`src/assert_macros.svh`:
```
// Assertion macros used by the classifier top level
`ifndef ASSERT_MACROS_SVH
`define ASSERT_MACROS_SVH

// Check a condition at every rising clock edge outside reset
`define ASSERT_ALWAYS(label, cond, msg) \
  label: assert property (@(posedge clk_i) disable iff (!rst_ni) (cond)) \
    else $error(msg);

// Check that a condition implies another in the same cycle
`define ASSERT_IMPLIES(label, ante, cons, msg) \
  label: assert property (@(posedge clk_i) disable iff (!rst_ni) (ante) |-> (cons)) \
    else $error(msg);

`endif

```
`src/shzc_pkg.sv`:
```
// Shared types and constants of the segment hit zone classifier
`timescale 1ns / 1ps

package shzc_pkg;

  // Configuration port and field widths
  localparam int unsigned CFG_DATA_W = 16;
  localparam int unsigned CFG_IDX_W  = 2;
  localparam int unsigned RADIUS_W   = 16;
  localparam int unsigned DIST_W     = 25;
  localparam int unsigned HARM_W     = 2;
  localparam int unsigned AMP_W      = 7;

  typedef enum logic [CFG_IDX_W-1:0] {
    REG_LEFT_X        = 2'd0,
    REG_RIGHT_X       = 2'd1,
    REG_LINE_Y        = 2'd2,
    REG_HIT_RADIUS_SQ = 2'd3
  } cfg_reg_e;

  // Zone of a hit along the segment; ZONE_EDGE is an exact boundary
  typedef enum logic [1:0] {
    ZONE_EDGE = 2'd0,
    ZONE_NEAR = 2'd1,
    ZONE_MID  = 2'd2,
    ZONE_FAR  = 2'd3
  } zone_e;

  typedef struct packed {
    logic  hit;
    logic  excite;
    zone_e zone;
  } class_t;

  localparam logic [HARM_W-1:0]   HARM_RESET   = 2'd0;
  localparam logic [HARM_W-1:0]   HARM_NEAR    = 2'd3;
  localparam logic [HARM_W-1:0]   HARM_MID     = 2'd1;
  localparam logic [HARM_W-1:0]   HARM_FAR     = 2'd2;
  localparam logic [AMP_W-1:0]    AMP_LOW      = 7'd40;
  localparam logic [AMP_W-1:0]    AMP_HIGH     = 7'd70;
  localparam logic [RADIUS_W-1:0] RADIUS_RESET = 16'd225;

endpackage

```
`src/shzc_classify.sv`:
```
// Hit test and zone compare on the squared distance terms
`timescale 1ns / 1ps

module shzc_classify #(
  parameter int unsigned COORD_BITS = 12
) (
  input  logic [2*COORD_BITS-1:0]       dx_sq_i,
  input  logic [2*COORD_BITS-1:0]       dy_sq_i,
  input  logic [2*COORD_BITS-1:0]       dl_sq_i,
  input  logic [2*COORD_BITS-1:0]       len_sq_i,
  input  logic [shzc_pkg::RADIUS_W-1:0] radius_sq_i,
  output logic [2*COORD_BITS:0]         dist_o,
  output shzc_pkg::class_t              class_o
);

  localparam int unsigned SUM_W  = 2 * COORD_BITS + 1;
  localparam int unsigned WIDE_W = 2 * COORD_BITS + 5;

  logic [WIDE_W-1:0] d_left;
  logic [WIDE_W-1:0] nine_d;
  logic [WIDE_W-1:0] lsq;
  logic [WIDE_W-1:0] lsq4;
  logic              hit;
  shzc_pkg::zone_e   zone;

  // Distance to the segment and hit against the radius
  assign dist_o = SUM_W'(dx_sq_i) + SUM_W'(dy_sq_i);
  assign hit    = dist_o < SUM_W'(radius_sq_i);

  // Scale squared distance from the left end by nine, compare with one and four squared lengths
  assign d_left = WIDE_W'(dl_sq_i) + WIDE_W'(dy_sq_i);
  assign nine_d = (d_left << 3) + d_left;
  assign lsq    = WIDE_W'(len_sq_i);
  assign lsq4   = lsq << 2;

  always_comb begin
    if (nine_d < lsq) begin
      zone = shzc_pkg::ZONE_NEAR;
    end else if ((nine_d > lsq) && (nine_d < lsq4)) begin
      zone = shzc_pkg::ZONE_MID;
    end else if (nine_d > lsq4) begin
      zone = shzc_pkg::ZONE_FAR;
    end else begin
      zone = shzc_pkg::ZONE_EDGE;
    end
  end

  assign class_o.hit    = hit;
  assign class_o.excite = hit && (zone != shzc_pkg::ZONE_EDGE);
  assign class_o.zone   = zone;

endmodule

```
`src/segment_hit_zone_classifier.sv`:
```
// Top level of the segment hit zone classifier
`timescale 1ns / 1ps

// Takes one point per clock and returns one result per point, in order.
// A point is held in the input register. The clamp, the four squared terms
// (one COORD_BITS by COORD_BITS multiplier each), the hit test, the zone
// compare and the stored harmonic and amplitude update all settle
// combinationally between the input and result registers. A result is valid
// once its point moves into the result register. One point per cycle flows
// while the result side keeps taking results. A held result stalls the input
// only once the input register is also full.
// Configuration is to be written only while no point is in flight; the block itself does not enforce it.

`include "assert_macros.svh"

module segment_hit_zone_classifier #(
  parameter int unsigned COORD_BITS = 12
) (
  input  logic                            clk_i,
  input  logic                            rst_ni,
  // Configuration writes
  input  logic                            cfg_valid_i,
  output logic                            cfg_ready_o,
  input  logic [shzc_pkg::CFG_IDX_W-1:0]  cfg_index_i,
  input  logic [shzc_pkg::CFG_DATA_W-1:0] cfg_data_i,
  // Points in
  input  logic                            in_valid_i,
  output logic                            in_ready_o,
  input  logic [COORD_BITS-1:0]           point_x_i,
  input  logic [COORD_BITS-1:0]           point_y_i,
  // Results out
  output logic                            out_valid_o,
  input  logic                            out_ready_i,
  output logic                            hit_o,
  output logic                            excite_o,
  output logic [shzc_pkg::HARM_W-1:0]     harmonic_o,
  output logic [shzc_pkg::AMP_W-1:0]      amplitude_o,
  output logic [shzc_pkg::DIST_W-1:0]     distance_sq_o
);

  localparam int unsigned SQ_W  = 2 * COORD_BITS;
  localparam int unsigned SUM_W = 2 * COORD_BITS + 1;

  // Configuration registers
  logic [COORD_BITS-1:0]         left_x_q;
  logic [COORD_BITS-1:0]         right_x_q;
  logic [COORD_BITS-1:0]         line_y_q;
  logic [shzc_pkg::RADIUS_W-1:0] radius_sq_q;

  // Pipeline registers, stage readiness and squared terms
  logic                  v1_q, out_valid_q;
  logic                  rdy1, rdy2;
  logic [COORD_BITS-1:0] px_q, py_q;
  logic [SQ_W-1:0]       dx_sq, dy_sq, dl_sq, len_sq;

  // Stored zone state and result fields
  logic [shzc_pkg::HARM_W-1:0] harmonic_q, harmonic_d;
  logic [shzc_pkg::AMP_W-1:0]  amplitude_q, amplitude_d;
  logic                        hit_q, excite_q;
  logic [shzc_pkg::DIST_W-1:0] dist_q;

  logic [COORD_BITS-1:0] lo, hi, cx;
  logic [COORD_BITS-1:0] dx, dy, dl, len;
  logic [SUM_W-1:0]      dist_sum;
  shzc_pkg::class_t      cls;

  // Accept configuration writes at any time
  assign cfg_ready_o = 1'b1;

  always_ff @(posedge clk_i or negedge rst_ni) begin
    if (!rst_ni) begin
      left_x_q    <= '0;
      right_x_q   <= '0;
      line_y_q    <= '0;
      radius_sq_q <= shzc_pkg::RADIUS_RESET;
    end else if (cfg_valid_i) begin
      unique case (shzc_pkg::cfg_reg_e'(cfg_index_i))
        shzc_pkg::REG_LEFT_X:        left_x_q    <= cfg_data_i[COORD_BITS-1:0];
        shzc_pkg::REG_RIGHT_X:       right_x_q   <= cfg_data_i[COORD_BITS-1:0];
        shzc_pkg::REG_LINE_Y:        line_y_q    <= cfg_data_i[COORD_BITS-1:0];
        shzc_pkg::REG_HIT_RADIUS_SQ: radius_sq_q <= cfg_data_i;
        default: ;
      endcase
    end
  end

  // Stage readiness: a stage takes a new transaction when empty or draining
  assign rdy2       = !out_valid_q || out_ready_i;
  assign rdy1       = !v1_q || rdy2;
  assign in_ready_o = rdy1;

  always_ff @(posedge clk_i or negedge rst_ni) begin
    if (!rst_ni) begin
      v1_q        <= 1'b0;
      out_valid_q <= 1'b0;
    end else begin
      if (rdy1) v1_q <= in_valid_i;
      if (rdy2) out_valid_q <= v1_q;
    end
  end

  // Input register: hold the point
  always_ff @(posedge clk_i) begin
    if (rdy1 && in_valid_i) begin
      px_q <= point_x_i;
      py_q <= point_y_i;
    end
  end

  // Clamp to the segment span and take absolute differences
  assign lo  = (left_x_q <= right_x_q) ? left_x_q : right_x_q;
  assign hi  = (left_x_q <= right_x_q) ? right_x_q : left_x_q;
  assign cx  = (px_q < lo) ? lo : ((px_q > hi) ? hi : px_q);
  assign dx  = (px_q >= cx) ? (px_q - cx) : (cx - px_q);
  assign dy  = (py_q >= line_y_q) ? (py_q - line_y_q) : (line_y_q - py_q);
  assign dl  = (px_q >= left_x_q) ? (px_q - left_x_q) : (left_x_q - px_q);
  assign len = hi - lo;

  assign dx_sq  = SQ_W'(dx) * SQ_W'(dx);
  assign dy_sq  = SQ_W'(dy) * SQ_W'(dy);
  assign dl_sq  = SQ_W'(dl) * SQ_W'(dl);
  assign len_sq = SQ_W'(len) * SQ_W'(len);

  shzc_classify #(
    .COORD_BITS (COORD_BITS)
  ) u_classify (
    .dx_sq_i     (dx_sq),
    .dy_sq_i     (dy_sq),
    .dl_sq_i     (dl_sq),
    .len_sq_i    (len_sq),
    .radius_sq_i (radius_sq_q),
    .dist_o      (dist_sum),
    .class_o     (cls)
  );

  // Pick the new harmonic and amplitude; keep them on a miss or a boundary
  always_comb begin
    harmonic_d  = harmonic_q;
    amplitude_d = amplitude_q;
    if (cls.excite) begin
      case (cls.zone)
        shzc_pkg::ZONE_NEAR: begin
          harmonic_d  = shzc_pkg::HARM_NEAR;
          amplitude_d = shzc_pkg::AMP_LOW;
        end
        shzc_pkg::ZONE_MID: begin
          harmonic_d  = shzc_pkg::HARM_MID;
          amplitude_d = shzc_pkg::AMP_HIGH;
        end
        shzc_pkg::ZONE_FAR: begin
          harmonic_d  = shzc_pkg::HARM_FAR;
          amplitude_d = shzc_pkg::AMP_LOW;
        end
        default: ;
      endcase
    end
  end

  // Advance stored state in item order as each transaction enters the result register
  always_ff @(posedge clk_i or negedge rst_ni) begin
    if (!rst_ni) begin
      harmonic_q  <= shzc_pkg::HARM_RESET;
      amplitude_q <= shzc_pkg::AMP_HIGH;
    end else if (rdy2 && v1_q) begin
      harmonic_q  <= harmonic_d;
      amplitude_q <= amplitude_d;
    end
  end

  // Result register
  always_ff @(posedge clk_i) begin
    if (rdy2 && v1_q) begin
      hit_q    <= cls.hit;
      excite_q <= cls.excite;
      dist_q   <= shzc_pkg::DIST_W'(dist_sum);
    end
  end

  assign out_valid_o   = out_valid_q;
  assign hit_o         = hit_q;
  assign excite_o      = excite_q;
  assign harmonic_o    = harmonic_q;
  assign amplitude_o   = amplitude_q;
  assign distance_sq_o = dist_q;

  // Checks
  `ASSERT_IMPLIES(a_excite_needs_hit, out_valid_q && excite_q, hit_q,
                  "excite flagged without a hit")
  `ASSERT_ALWAYS(a_amp_legal,
                 (amplitude_q == shzc_pkg::AMP_LOW) || (amplitude_q == shzc_pkg::AMP_HIGH),
                 "stored amplitude out of range")
  `ASSERT_ALWAYS(a_amp_matches_harm,
                 ((harmonic_q == shzc_pkg::HARM_MID) || (harmonic_q == shzc_pkg::HARM_RESET))
                 == (amplitude_q == shzc_pkg::AMP_HIGH),
                 "stored amplitude disagrees with harmonic")
  `ASSERT_IMPLIES(a_excite_sets_harm, out_valid_q && excite_q,
                  harmonic_q != shzc_pkg::HARM_RESET,
                  "excite left harmonic at its reset value")

endmodule

```
`config.mk`:
```
export PLATFORM = sky130hd
export DESIGN_NAME = segment_hit_zone_classifier
export DESIGN_NICKNAME = d
export VERILOG_FILES = /design/src/shzc_pkg.sv /design/src/shzc_classify.sv /design/src/segment_hit_zone_classifier.sv
export VERILOG_INCLUDE_DIRS = /design/src /design/src/src
export SDC_FILE = /design/constraint.sdc
export NUM_CORES = 2
export LEC_CHECK = 0
export BUFFER_PORTS_ARGS = -buffer_cell sky130_fd_sc_hd__clkbuf_2
export CAP_MARGIN = 15
export CORE_MARGIN = 8
export CORE_UTILIZATION = 50
export DETAILED_ROUTE_END_ITERATION = 10
export PLACE_DENSITY = 0.64
export SLEW_MARGIN = 10
export SYNTH_ARGS = -nofsm -noshare
export SYNTH_HDL_FRONTEND = slang
export SYNTH_SLANG_ARGS = --single-unit
export TNS_END_PERCENT = 5
```
`constraint.sdc`:
```
create_clock -name clk_i -period 16.3 [get_ports clk_i]
set_clock_uncertainty 0.05 [all_clocks]
set_input_delay 0.815 -clock clk_i [delete_from_list [all_inputs] [get_ports clk_i]]
set_output_delay 0.815 -clock clk_i [all_outputs]
set_load 0.01 [all_outputs]
```
==> results.md <==
* Vias in the first global route at between 20000 and 25000
* Netlist cell types at between 80 and 90
* Critical Path RT at about 16 ns
* Syn avg cell area at around 9 um2
* H-Tree Depth at 3
* Final ANT Viol Nets at 0
* Min-delay src: v1_q
* # placed instances at 3800
* CTS tree: yes
* Antenna violations before repair at 1
* Critical Path Fanout Max at slightly below 50
* # setup viols final at 0
* Post-synthesis mux area share at 0.0314
* Clk pin slew, worst setup/hold paths at approximately 0.090 ns
* Synth area leaders: fa_1, ha_1, inv_1
* Ratio of cells with drive above 1 in the final layout at 0.0862
* Slew @ Worst Pin at 1.10 ns
* Fmax at around 0.066 GHz
* Gr ovfl total at 0
* Commonest non-fill, non-tap cell in the layout: inv_1
* Final Hold Fails at 0
* Critical path arrival at 15.44 ns
* Nets at ~3900
* Hold WC Path Type: flip-flop to flip-flop
* Fin Setup TNS at 0 ns
* DRT Pass-1 Iters at 6
* Register area share after synthesis at 0.110
* XOR/XNOR share of the synthesized area at 0.0479
* WL/cell at approximately 19 um
* Die X at around 250 um
* Max incr delay on CP at ~0.74 ns
* Die Y at 249 um
* Post-synthesis adder-cell area fraction at 0.457
* R2R Path End: amplitude_o[5]
* CTS Buf Count at 9
* DR vias at 21600
* GRT Resource Usage Total at 0.233
* Area Growth Syn to Fin at 5.91%
* Setup slack, reg-to-reg at between 1 and 1.5 ns
* Top_reg_cell synth: dfrtp_1
* Crit path launch type: flip-flop
* Routed vias/inst at 5.67
* Crit path time final at between 15 and 20 ns
* Port bufs at 82
* Commonest non-fill, non-tap cells in the layout: inv_1, ha_1, fa_1
* Worst Setup End Kind: flip-flop
* Drt total wl at 72100 um
* Clock buffer depth at 2
* FF-to-FF path depth at 64
* Synth Register Bits at about 110
* Fin crit share at 0.935
* Cell row count at 85
* Synth Instances at a little over 3000
* Die area at 0.0622 mm2
* EDFF count, synth at 51
* Iter 0 DRT Violations at approximately 1800
* Num ports at 86
* # DRC at 0
* Initial Util at 0.506
* Status: finished, final reports clean
* RSZ-0062 raised after global routing: false
* Synth warn at 0
* Post-synth top area cell: fa_1
* HPWL after DPL at just over 60000 um
* Largest family of logic cells by synthesized area: adder cells
* Reg2Reg Launch Point: right_x_q[7]
* Max Cap Viol at 0
* Asr flop ratio synth at 0.532
* Core Box Area at between 0.05 and 0.06 mm2
* Root Driver: clkbuf_16
* Postcts setup bufs at 0
* GP Congestion at 0.991
* Yosys top cell area share at 0.268
* # diodes at 0
* Crit path max-delay cell type: a2111oi_0
* First-pass GRT wire length at 118000 um
* Worst skew pair latency at slightly below 0.4 ns
* Final Non-Filler Cells at approximately 3800
* Worst Hold Depth at 1
* Synth Area in Compound Gates at 0.141
* Largest net degree at the start of global routing at 59
* Cell Area, Synth at 0.0272 mm2
* Clk sinks at ~110
* Relative slew slack at 0.262
* Hold Path End: out_valid_o
* Simple-Gate Fraction of Synth Area at 0.121
* Fin. max-slew vios at 0
* CP Class: flip-flop to flip-flop
synth_stat cells (7+ instances only):
cell type / number
xnor2_1: 97
nand2b_1: 44
fa_1: 365
mux2_2: 51
or2_2: 48
a31oi_1: 12
inv_1: 569
a21boi_0: 21
and2_1: 11
o211ai_1: 21
edfxtp_1: 51
nor3_1: 30
clkbuf_1: 76
a211o_1: 10
nor2_1: 316
o21a_1: 18
a21o_1: 91
nand3_1: 33
a21oi_1: 164
and3_1: 8
o21ai_0: 109
a211oi_1: 18
ha_1: 411
xor2_1: 47
o21bai_1: 30
nor4_1: 7
mux2i_1: 28
nand4_1: 23
nand2_1: 130
dfrtp_1: 53
o31ai_1: 7
nor2b_1: 23
a2111oi_0: 10
a31o_2: 8
what timing repair did:
item	CTS	global route
resized for setup	0	3
hold buffers	0	0
setup endpoints to repair	0	4
worst max-delay path, delay by kind of cell, from the launching register on:
kind	cells	cell delay [ns]
AO/OA/AOI/OAI	24	4.57
adder cells (fa/ha/maj)	11	4.44
AND/OR/NAND/NOR	20	4.00
buffers and inverters	7	1.21
XOR/XNOR	2	0.41
flip-flops	1	0.38
state kept, by name (all words and copies together), names as in the netlist:
signal	cells
py_q	12
line_y_q	12
amplitude_o	2
radius_sq_q	16
left_x_q	12
right_x_q	12
v1_q	1
distance_sq_o	25
out_valid_o	1
hit_o	1
px_q	12
excite_o	1
harmonic_o	2
metal layers:
layer	share of wire	global-route usage
met1	0.46	0.321
met2	0.46	0.387
met3	0.063	0.0305
met4	0.019	0.0517
met5	0	0
worst max path at each step:
stage	from	end
2_1_floorplan	left_x_q[7]	amplitude_o[5]
3_3_place_gp	line_y_q[0]	amplitude_o[5]
3_5_place_dp	line_y_q[0]	amplitude_o[5]
4_1_cts	line_y_q[0]	amplitude_o[5]
5_1_grt	right_x_q[7]	amplitude_o[5]
6_report	right_x_q[7]	amplitude_o[5]
area by class of cell:
class | instances | area (um2)
fill | 4930 | 25000
tap | 696 | 871
multi-input combinational | 2298 | 21800
clock buffer | 9 | 225
timing repair buffer | 126 | 741
inverter | 572 | 2150
sequential | 109 | 2990
clock inverter | 7 | 88.8
metrics by stage:
step	cell area (um2)	worst slack, ns	util	hold slack, ns
final	28900	1.05	0.536	0.447
after detailed placement	28500	0.791	0.530	0.428
after global placement	28500	1.01	0.530	0.415
after global routing	28900	0.0728	0.536	0.476
after CTS	28800	0.778	0.536	0.450
after floorplan	27200	2.34	-	0.399
logic make-up (layout without fill, tap and decap cells):
group           Yosys count  count (layout)
other cells               2               3
xor+xnor                146             146
fa+ha+maj               776             776
flops                   109             109
mux                      79              79
simple gates            708             708
compound gates          586             586
buf+inv                 659             714
Power is left out: the tool's default activity adds up to more than one toggle a clock period on the data nets, which glitch-free logic cannot reach.
